**src/rtl/pidc_pkg.sv**
```systemverilog
`default_nettype none
// ----------------------------------------------------------------------------
// pidc_pkg
// Shared types and constants of the two-mode PID controller: configuration
// bundle, register map and reset values.
// ----------------------------------------------------------------------------
package pidc_pkg;

	// Default number of fraction bits in the Q-format gains
	localparam int unsigned GFB_DEFAULT = 8;

	// APB register map, register index = paddr[4:2]
	localparam int unsigned REG_IDX_W = 3;
	localparam int unsigned PADDR_W   = 5;

	localparam logic [REG_IDX_W-1:0] REG_MODE        = 3'd0;
	localparam logic [REG_IDX_W-1:0] REG_KP          = 3'd1;
	localparam logic [REG_IDX_W-1:0] REG_KI          = 3'd2;
	localparam logic [REG_IDX_W-1:0] REG_KD          = 3'd3;
	localparam logic [REG_IDX_W-1:0] REG_ILIMIT      = 3'd4;
	localparam logic [REG_IDX_W-1:0] REG_UPPER_LIMIT = 3'd5;

	// Operating modes
	localparam logic MODE_POSITIONAL  = 1'b0;
	localparam logic MODE_INCREMENTAL = 1'b1;

	// Input commands
	localparam logic CMD_RUN   = 1'b0;
	localparam logic CMD_CLEAR = 1'b1;

	// Reset values
	localparam logic [19:0]        ILIMIT_RESET = 20'hF_FFFF;
	localparam logic signed [31:0] UPPER_RESET  = 32'sd6000;

	typedef struct packed {
		logic               mode;
		logic signed [15:0] kp;
		logic signed [15:0] ki;
		logic signed [15:0] kd;
		logic [19:0]        ilimit;
		logic signed [31:0] upper_limit;
	} pidc_cfg_t;

endpackage : pidc_pkg
`default_nettype wire

```
**src/rtl/pidc_regs.sv**
```systemverilog
`default_nettype none
// ----------------------------------------------------------------------------
// pidc_regs
// APB configuration registers of the PID controller.
// ----------------------------------------------------------------------------
module pidc_regs (
	input  wire logic                          clk,
	input  wire logic                          arst_n,
	input  wire logic                          psel,
	input  wire logic                          penable,
	input  wire logic                          pwrite,
	input  wire logic [pidc_pkg::PADDR_W-1:0]  paddr,
	input  wire logic [31:0]                   pwdata,
	output logic      [31:0]                   prdata,
	output logic                               pready,
	output pidc_pkg::pidc_cfg_t                cfg
);
	import pidc_pkg::*;

	pidc_cfg_t              cfg_q;
	logic [REG_IDX_W-1:0]   idx;
	logic                   wr_en;

	assign idx    = paddr[PADDR_W-1:2];
	assign wr_en  = psel & penable & pwrite;
	assign pready = 1'b1;
	assign cfg    = cfg_q;

	always_ff @(posedge clk or negedge arst_n) begin
		if (!arst_n) begin
			cfg_q.mode        <= MODE_POSITIONAL;
			cfg_q.kp          <= '0;
			cfg_q.ki          <= '0;
			cfg_q.kd          <= '0;
			cfg_q.ilimit      <= ILIMIT_RESET;
			cfg_q.upper_limit <= UPPER_RESET;
		end else if (wr_en) begin
			case (idx)
				REG_MODE:        cfg_q.mode        <= pwdata[0];
				REG_KP:          cfg_q.kp          <= pwdata[15:0];
				REG_KI:          cfg_q.ki          <= pwdata[15:0];
				REG_KD:          cfg_q.kd          <= pwdata[15:0];
				REG_ILIMIT:      cfg_q.ilimit      <= pwdata[19:0];
				REG_UPPER_LIMIT: cfg_q.upper_limit <= pwdata;
				default: ;
			endcase
		end
	end

	always_comb begin
		case (idx)
			REG_MODE:        prdata = {31'd0, cfg_q.mode};
			REG_KP:          prdata = 32'(cfg_q.kp);
			REG_KI:          prdata = 32'(cfg_q.ki);
			REG_KD:          prdata = 32'(cfg_q.kd);
			REG_ILIMIT:      prdata = {12'd0, cfg_q.ilimit};
			REG_UPPER_LIMIT: prdata = cfg_q.upper_limit;
			default:         prdata = '0;
		endcase
	end

endmodule : pidc_regs
`default_nettype wire

```
**src/rtl/pidc_core.sv**
```systemverilog
`default_nettype none
// ----------------------------------------------------------------------------
// pidc_core
// Controller state and the combinational step datapath: three shared gain
// multipliers, integral clamp, output clamp and saturation.
// ----------------------------------------------------------------------------
module pidc_core #(
	parameter int unsigned GAIN_FRACTION_BITS = pidc_pkg::GFB_DEFAULT
) (
	input  wire logic                  clk,
	input  wire logic                  arst_n,
	input  wire pidc_pkg::pidc_cfg_t   cfg,
	input  wire logic                  step,
	input  wire logic                  cmd,
	input  wire logic signed [16:0]    err,
	output logic signed [31:0]         drive_nxt,
	output logic                       clamped_nxt
);
	import pidc_pkg::*;

	localparam int ACC_W = 32 + GAIN_FRACTION_BITS;
	localparam int SUM_W = ((ACC_W > 38) ? ACC_W : 38) + 2;

	logic signed [16:0]      e1_q, e2_q;
	logic signed [21:0]      esum_q;
	logic signed [ACC_W-1:0] acc_q;

	logic signed [22:0]      isum, lim_pos, lim_neg, isum_clip;
	logic                    iclamp;
	logic signed [21:0]      esum_nxt;
	logic signed [17:0]      d1;
	logic signed [19:0]      dd;
	logic signed [17:0]      opnd_p;
	logic signed [21:0]      opnd_i;
	logic signed [19:0]      opnd_d;
	logic signed [33:0]      prod_p;
	logic signed [37:0]      prod_i;
	logic signed [35:0]      prod_d;
	logic signed [SUM_W-1:0] total, shifted, upper_w, lower_w, acc_lo, acc_new;
	logic signed [SUM_W-1:0] max_w, min_w, acc_shifted;
	logic                    lo_hit, hi_hit;
	logic signed [31:0]      drive_pos;

	// Integral path with symmetric clamp
	assign isum    = 23'(esum_q) + 23'(err);
	assign lim_pos = $signed({3'b000, cfg.ilimit});
	assign lim_neg = -lim_pos;

	always_comb begin
		iclamp    = 1'b0;
		isum_clip = isum;
		if (isum > lim_pos) begin
			isum_clip = lim_pos;
			iclamp    = 1'b1;
		end else if (isum < lim_neg) begin
			isum_clip = lim_neg;
			iclamp    = 1'b1;
		end
	end
	assign esum_nxt = 22'(isum_clip);

	// First and second error differences
	assign d1 = 18'(err) - 18'(e1_q);
	assign dd = 20'(err) - (20'(e1_q) <<< 1) + 20'(e2_q);

	// Operand select: the same three multipliers serve both modes
	assign opnd_p = (cfg.mode == MODE_INCREMENTAL) ? d1 : 18'(err);
	assign opnd_i = (cfg.mode == MODE_INCREMENTAL) ? 22'(err) : esum_nxt;
	assign opnd_d = (cfg.mode == MODE_INCREMENTAL) ? dd : 20'(d1);

	assign prod_p = opnd_p * cfg.kp;
	assign prod_i = opnd_i * cfg.ki;
	assign prod_d = opnd_d * cfg.kd;

	assign total = ((cfg.mode == MODE_INCREMENTAL) ? SUM_W'(acc_q) : SUM_W'(0))
		+ SUM_W'(prod_p) + SUM_W'(prod_i) + SUM_W'(prod_d);

	// Positional: drop fraction bits (floor) and saturate to 32 bits
	assign max_w   = SUM_W'(32'sh7FFF_FFFF);
	assign min_w   = SUM_W'(32'sh8000_0000);
	assign shifted = total >>> GAIN_FRACTION_BITS;

	always_comb begin
		if (shifted > max_w)
			drive_pos = 32'sh7FFF_FFFF;
		else if (shifted < min_w)
			drive_pos = 32'sh8000_0000;
		else
			drive_pos = 32'(shifted);
	end

	// Incremental: lower saturation first, upper clamp wins
	assign upper_w = SUM_W'(cfg.upper_limit) <<< GAIN_FRACTION_BITS;
	assign lower_w = min_w <<< GAIN_FRACTION_BITS;
	assign lo_hit  = total < lower_w;
	assign acc_lo  = lo_hit ? lower_w : total;
	assign hi_hit  = acc_lo > upper_w;
	assign acc_new = hi_hit ? upper_w : acc_lo;
	assign acc_shifted = acc_new >>> GAIN_FRACTION_BITS;

	always_comb begin
		if (cmd == CMD_CLEAR) begin
			drive_nxt   = '0;
			clamped_nxt = 1'b0;
		end else if (cfg.mode == MODE_INCREMENTAL) begin
			drive_nxt   = 32'(acc_shifted);
			clamped_nxt = lo_hit | hi_hit;
		end else begin
			drive_nxt   = drive_pos;
			clamped_nxt = iclamp;
		end
	end

	// Advance the stored errors, the error sum and the accumulated output
	always_ff @(posedge clk or negedge arst_n) begin
		if (!arst_n) begin
			e1_q   <= '0;
			e2_q   <= '0;
			esum_q <= '0;
			acc_q  <= '0;
		end else if (step) begin
			if (cmd == CMD_CLEAR) begin
				e1_q   <= '0;
				e2_q   <= '0;
				esum_q <= '0;
				acc_q  <= '0;
			end else if (cfg.mode == MODE_INCREMENTAL) begin
				acc_q <= ACC_W'(acc_new);
				e2_q  <= e1_q;
				e1_q  <= err;
			end else begin
				esum_q <= esum_nxt;
				e1_q   <= err;
			end
		end
	end

endmodule : pidc_core
`default_nettype wire

```
**src/rtl/pid_controller_two_mode.sv**
```systemverilog
`default_nettype none
// ----------------------------------------------------------------------------
// pid_controller_two_mode
// PID regulator with positional and incremental modes, Q-format gains and an
// APB configuration port.
// ----------------------------------------------------------------------------
// The block takes one item per clock cycle while the output is not stalled
// and returns one result item for each: the error is captured in an input
// register, and the step (three gain multiplies, sum, clamps and saturation)
// is then registered into the result register, where the controller state
// is updated at the same edge so the next item sees it at once. A stalled
// output holds the result register; the input register then still takes one
// more item. A clear command (cmd = 1) zeroes the stored errors, the error
// sum and the accumulated output, and returns drive 0 with clamped 0. The
// integral clamp applies in positional mode, the output upper clamp and the
// lower saturation at -2^31 in incremental mode; each mode keeps its own
// stored value, and both share the previous error. Write the registers only
// while no item is in flight. Register map (32-bit, byte address =
// 4*index): mode, proportional_gain, integral_gain, derivative_gain,
// integral_limit, output_upper_limit. There is no post-reset clearing pass.
// ----------------------------------------------------------------------------
module pid_controller_two_mode #(
	parameter int unsigned GAIN_FRACTION_BITS = pidc_pkg::GFB_DEFAULT
) (
	input  wire logic                          clk,
	input  wire logic                          arst_n,
	// APB configuration port
	input  wire logic                          psel,
	input  wire logic                          penable,
	input  wire logic                          pwrite,
	input  wire logic [pidc_pkg::PADDR_W-1:0]  paddr,
	input  wire logic [31:0]                   pwdata,
	output logic      [31:0]                   prdata,
	output logic                               pready,
	// Input items
	input  wire logic                          in_valid,
	output logic                               in_ready,
	input  wire logic                          cmd,
	input  wire logic signed [15:0]            setpoint,
	input  wire logic signed [15:0]            measurement,
	// Result items
	output logic                               out_valid,
	input  wire logic                          out_ready,
	output logic signed [31:0]                 drive,
	output logic                               clamped
);
	import pidc_pkg::*;

	pidc_cfg_t          cfg;

	logic               valid_s1;
	logic               cmd_s1;
	logic signed [16:0] err_s1;

	logic               out_valid_q;
	logic signed [31:0] drive_q;
	logic               clamped_q;

	logic               advance;
	logic signed [31:0] drive_nxt;
	logic               clamped_nxt;

	pidc_regs u_regs (
		.clk     (clk),
		.arst_n  (arst_n),
		.psel    (psel),
		.penable (penable),
		.pwrite  (pwrite),
		.paddr   (paddr),
		.pwdata  (pwdata),
		.prdata  (prdata),
		.pready  (pready),
		.cfg     (cfg)
	);

	// Move the input stage forward whenever the result register is free or drains now
	assign advance  = valid_s1 & (~out_valid_q | out_ready);
	assign in_ready = ~valid_s1 | advance;

	// Input register: capture the command and the error
	always_ff @(posedge clk or negedge arst_n) begin
		if (!arst_n) begin
			valid_s1 <= 1'b0;
		end else if (in_ready) begin
			valid_s1 <= in_valid;
		end
	end

	always_ff @(posedge clk) begin
		if (in_ready && in_valid) begin
			cmd_s1 <= cmd;
			err_s1 <= 17'(setpoint) - 17'(measurement);
		end
	end

	// Step datapath and controller state, updated on advance
	pidc_core #(
		.GAIN_FRACTION_BITS (GAIN_FRACTION_BITS)
	) u_core (
		.clk         (clk),
		.arst_n      (arst_n),
		.cfg         (cfg),
		.step        (advance),
		.cmd         (cmd_s1),
		.err         (err_s1),
		.drive_nxt   (drive_nxt),
		.clamped_nxt (clamped_nxt)
	);

	// Result register: hold while the consumer stalls
	always_ff @(posedge clk or negedge arst_n) begin
		if (!arst_n) begin
			out_valid_q <= 1'b0;
		end else if (advance) begin
			out_valid_q <= 1'b1;
		end else if (out_ready) begin
			out_valid_q <= 1'b0;
		end
	end

	always_ff @(posedge clk) begin
		if (advance) begin
			drive_q   <= drive_nxt;
			clamped_q <= clamped_nxt;
		end
	end

	assign out_valid = out_valid_q;
	assign drive     = drive_q;
	assign clamped   = clamped_q;

endmodule : pid_controller_two_mode
`default_nettype wire
```
**config.mk**
```make
export PLATFORM = sky130hd
export DESIGN_NAME = pid_controller_two_mode
export DESIGN_NICKNAME = d
export VERILOG_FILES = /design/src/rtl/pidc_pkg.sv /design/src/rtl/pidc_regs.sv /design/src/rtl/pidc_core.sv /design/src/rtl/pid_controller_two_mode.sv
export SDC_FILE = /design/constraint.sdc
export NUM_CORES = 2
export LEC_CHECK = 0
export BUFFER_PORTS_ARGS = -buffer_cell sky130_fd_sc_hd__buf_4
export CAP_MARGIN = 25
export CELL_PAD_IN_SITES_DETAIL_PLACEMENT = 1
export CELL_PAD_IN_SITES_GLOBAL_PLACEMENT = 1
export CORE_MARGIN = 2
export CORE_UTILIZATION = 52
export DETAILED_ROUTE_END_ITERATION = 8
export HOLD_SLACK_MARGIN = 0.12
export PLACE_DENSITY_LB_ADDON = 0.1
export SKIP_CTS_REPAIR_TIMING = 1
export SLEW_MARGIN = 20
export SYNTH_ARGS = -nofsm -noshare
export SYNTH_HDL_FRONTEND = slang
export SYNTH_SLANG_ARGS = --single-unit
```
**constraint.sdc**
```tcl
create_clock -name clk -period 16.8 [get_ports clk]
set_input_delay 3.36 -clock clk [delete_from_list [all_inputs] [get_ports clk]]
set_output_delay 3.36 -clock clk [all_outputs]
set_load 0.1 [all_outputs]
```
==> flow_summary.toml <==
[status]
status = "finished, final reports clean"

[synthesis]
synth_area_leaders = "fa_1 (43%), inv_1 (10%), ha_1 (7.5%)"
yosys_register_bits = 250
synth_edf_count = 51
netlist_area_sq_um = 57900
synth_top_area_share_pct = 42.6
syn_nets = 7954
yosysTopAreaCell = "fa_1"
synth-main-ff-cell = "dfrtp_1"
synthTopCellsByCount = "inv_1 (1546), fa_1 (1232), nand2_1 (709)"
postSynthAreaPerCell_sq_um = 9.19
synthArstFlopShare_pct = 79.6
yosys_warnings = 0
syn-instance-count = 6297
yosys.cell_count.top_type = "inv_1"
ys_seq_area_share_pct = 11.3
synth.distinct_cells = 99

[drt]
drt.antenna.violating_nets = 0
via_count = 46700
wl_mm = 207
drt_pass1_iterations = 6
drt_first_iter_violations = 3143
wl_per_cell_um = 25.4
via_per_inst = 5.75
drc = 0

[worst_setup_path]
critPathCapture = "drive[4]"
path_max_fanout = 12
critPathLaunch = "err_s1[6]"
endpoint_kind = "flop"
cp.required_ns = 17.12
reg2reg_from = "err_s1[6]"
crit_slowest_cell = "fa_1"
r2r_slack_ns = 0.60
max_stage_delay_ns = 0.58
crit_arrival_ns = 16.52
crit_type = "flop to flop"
start_kind = "flop"
r2r_cells = 68
rr_endpoint = "drive[4]"

[worst_hold_path]
min_path_type = "flop to flop"
worstHoldPathCells = 2

[layout]
final_area_sq_um = 64700
final_util_pct = 58.5
layout-drive-gt1-share_pct = 12.5
area_delta_synth_final_pct = 11.8
nets = 8258

[timing]
fmax_mhz = 61.7
period_share_pct = 96.4
fin_crit_ns = 16.20
relSlewSlack_pct = 21.6
worst_slew_pin_slew_ns = 1.17
fin_worst_skew_ns = 0.0217
finalSetupViolCount = 0
hold_viol = 0
finalMaxSlewViolations = 0

[floorplanning]
die_h_um = 338
ios = 145
initial_core_util_pct = 52.4
design.die.area_sq_um = 114000
fp-row-count = 122
die_w_um = 338
placeableCoreArea_sq_um = 111000

[place]
place_hpwl_mm = 173
io_buffers = 141
gp_routability_congestion = 0.973
placed_area_sq_um = 63200

[global_route]
grt-ovfl-total = 0
grt_max_degree = 86
antenna_found_initial = 8
grt_pass1_vias = 52600
grt_pass1_wl_mm = 319
track_usage_pct = 37.5

[clocking]
clkLatencyLatePin_ns = 0.60
cts_max_level = 1
cts_buffers = 30
cts_tree = "built"
cts_buffer_depth = 3
numClockSinks = 250
clkSlewWorstSetupHoldPaths_ns = 0.06
ctsRootBufferMaster = "clkbuf_16"

[job]
drv_cap = 0
[per-layer routing]
metal  wire (um)  global-route usage [%]  vias up
met2       98600                    61.3     1646
met4       13500                    20.4        8
li1            -                       -    19700
met3       13100                    6.44      525
met1       81400                    47.8    24800
met5          54                       0        -
[sequential cells by signal (all words and copies together), names as in the netlist, 17 cells and up]
register,flops
u_core.e2_q,17
u_regs.cfg,101
u_core.e1_q,17
drive,32
err_s1,17
u_core.acc_q,40
u_core.esum_q,22
[per-stage QoR]
step / hold slack (ns) / std cells / TNS, ns / worst slack, ns
final: 0.482 / 8122 / 0 / 0.603
after detailed placement: 0.465 / 8042 / -0.348 / -0.0749
after global placement: 0.460 / 8037 / 0 / 0.246
after CTS: 0.479 / 8098 / -1.57 / -0.234
after floorplan: 0.441 / 6297 / 0 / 1.63
after global routing: 0.502 / 8113 / -0.0105 / -0.0105
[cell families after synthesis]
family | after synthesis | share of synthesized area, %
xor+xnor | 98 | 1.48
fa+ha+maj | 1580 | 50.1
buf+inv | 1824 | 11.9
simple gates | 1682 | 14.3
flops | 250 | 11.3
compound gates | 767 | 9.05
mux | 95 | 1.77
other cells | 1 | 0.00648
[layout by cell type (no fill, tap or decap), types with 12 or more instances in the layout]
cell type  Yosys  routed
mux2i_1       36      36
and2_1       469     469
inv_1       1546    1545
a31oi_1       15      14
nor2b_1       33      30
mux2_2        59      59
edfxtp_1      51      51
xnor2_1       74      70
nor3_1        39      38
o31ai_1       31      28
and3_1        32      32
o21a_1        22      20
fa_1        1232    1232
clkbuf_16      0      32
ha_1         348     346
o21ai_1        5      16
nand2_1      709     708
a2bb2oi_1     13      13
nand4_1       24      24
a221oi_1      17      17
a21oi_1      163     158
o311ai_0      21      21
a21o_1        63      63
or2_2         37      37
xor2_1        24      23
nand3_1       71      71
o21ai_0      206     191
o221a_2       18      18
or3_1         19      19
nor2_1       170     166
a21boi_0      12      12
a22o_1        25      25
buf_4          6     503
dfrtp_1      172     170
buf_12         0      33
a211oi_1      17      15
nand2b_1      42      42
dfstp_2       27      27
[area by class of cell]
class / instances / area, sq um
clock inverter: 16 / 196
tap: 1488 / 1860
sequential: 250 / 6550
clock buffer: 40 / 891
multi-input combinational: 4224 / 44800
antenna: 9 / 22.5
timing repair buffer: 549 / 4630
inverter: 1546 / 5800
fill: 12700 / 45800
[worst max-delay path: cells and delay by family, from the launching register on]
family,cells,cell delay (ns)
xor+xnor,2,0.50
fa+ha+maj,13,5.86
compound gates,17,2.94
buf+inv,17,2.55
simple gates,19,3.59
flops,1,0.41
[worst min path at each step]
stage / start / to / slack (ns)
2_1_floorplan: u_core.acc_q[39] / u_core.acc_q[39] / 0.44
4_1_cts: u_core.acc_q[11] / u_core.acc_q[11] / 0.48
3_5_place_dp: u_core.acc_q[11] / u_core.acc_q[11] / 0.47
5_1_grt: u_core.e2_q[2] / u_core.e2_q[2] / 0.50
3_3_place_gp: u_core.acc_q[11] / u_core.acc_q[11] / 0.46
6_report: u_core.e2_q[2] / u_core.e2_q[2] / 0.48
Power is not shown: default switching activity piles up to over one toggle a cycle in this logic, so the estimate is an artifact.
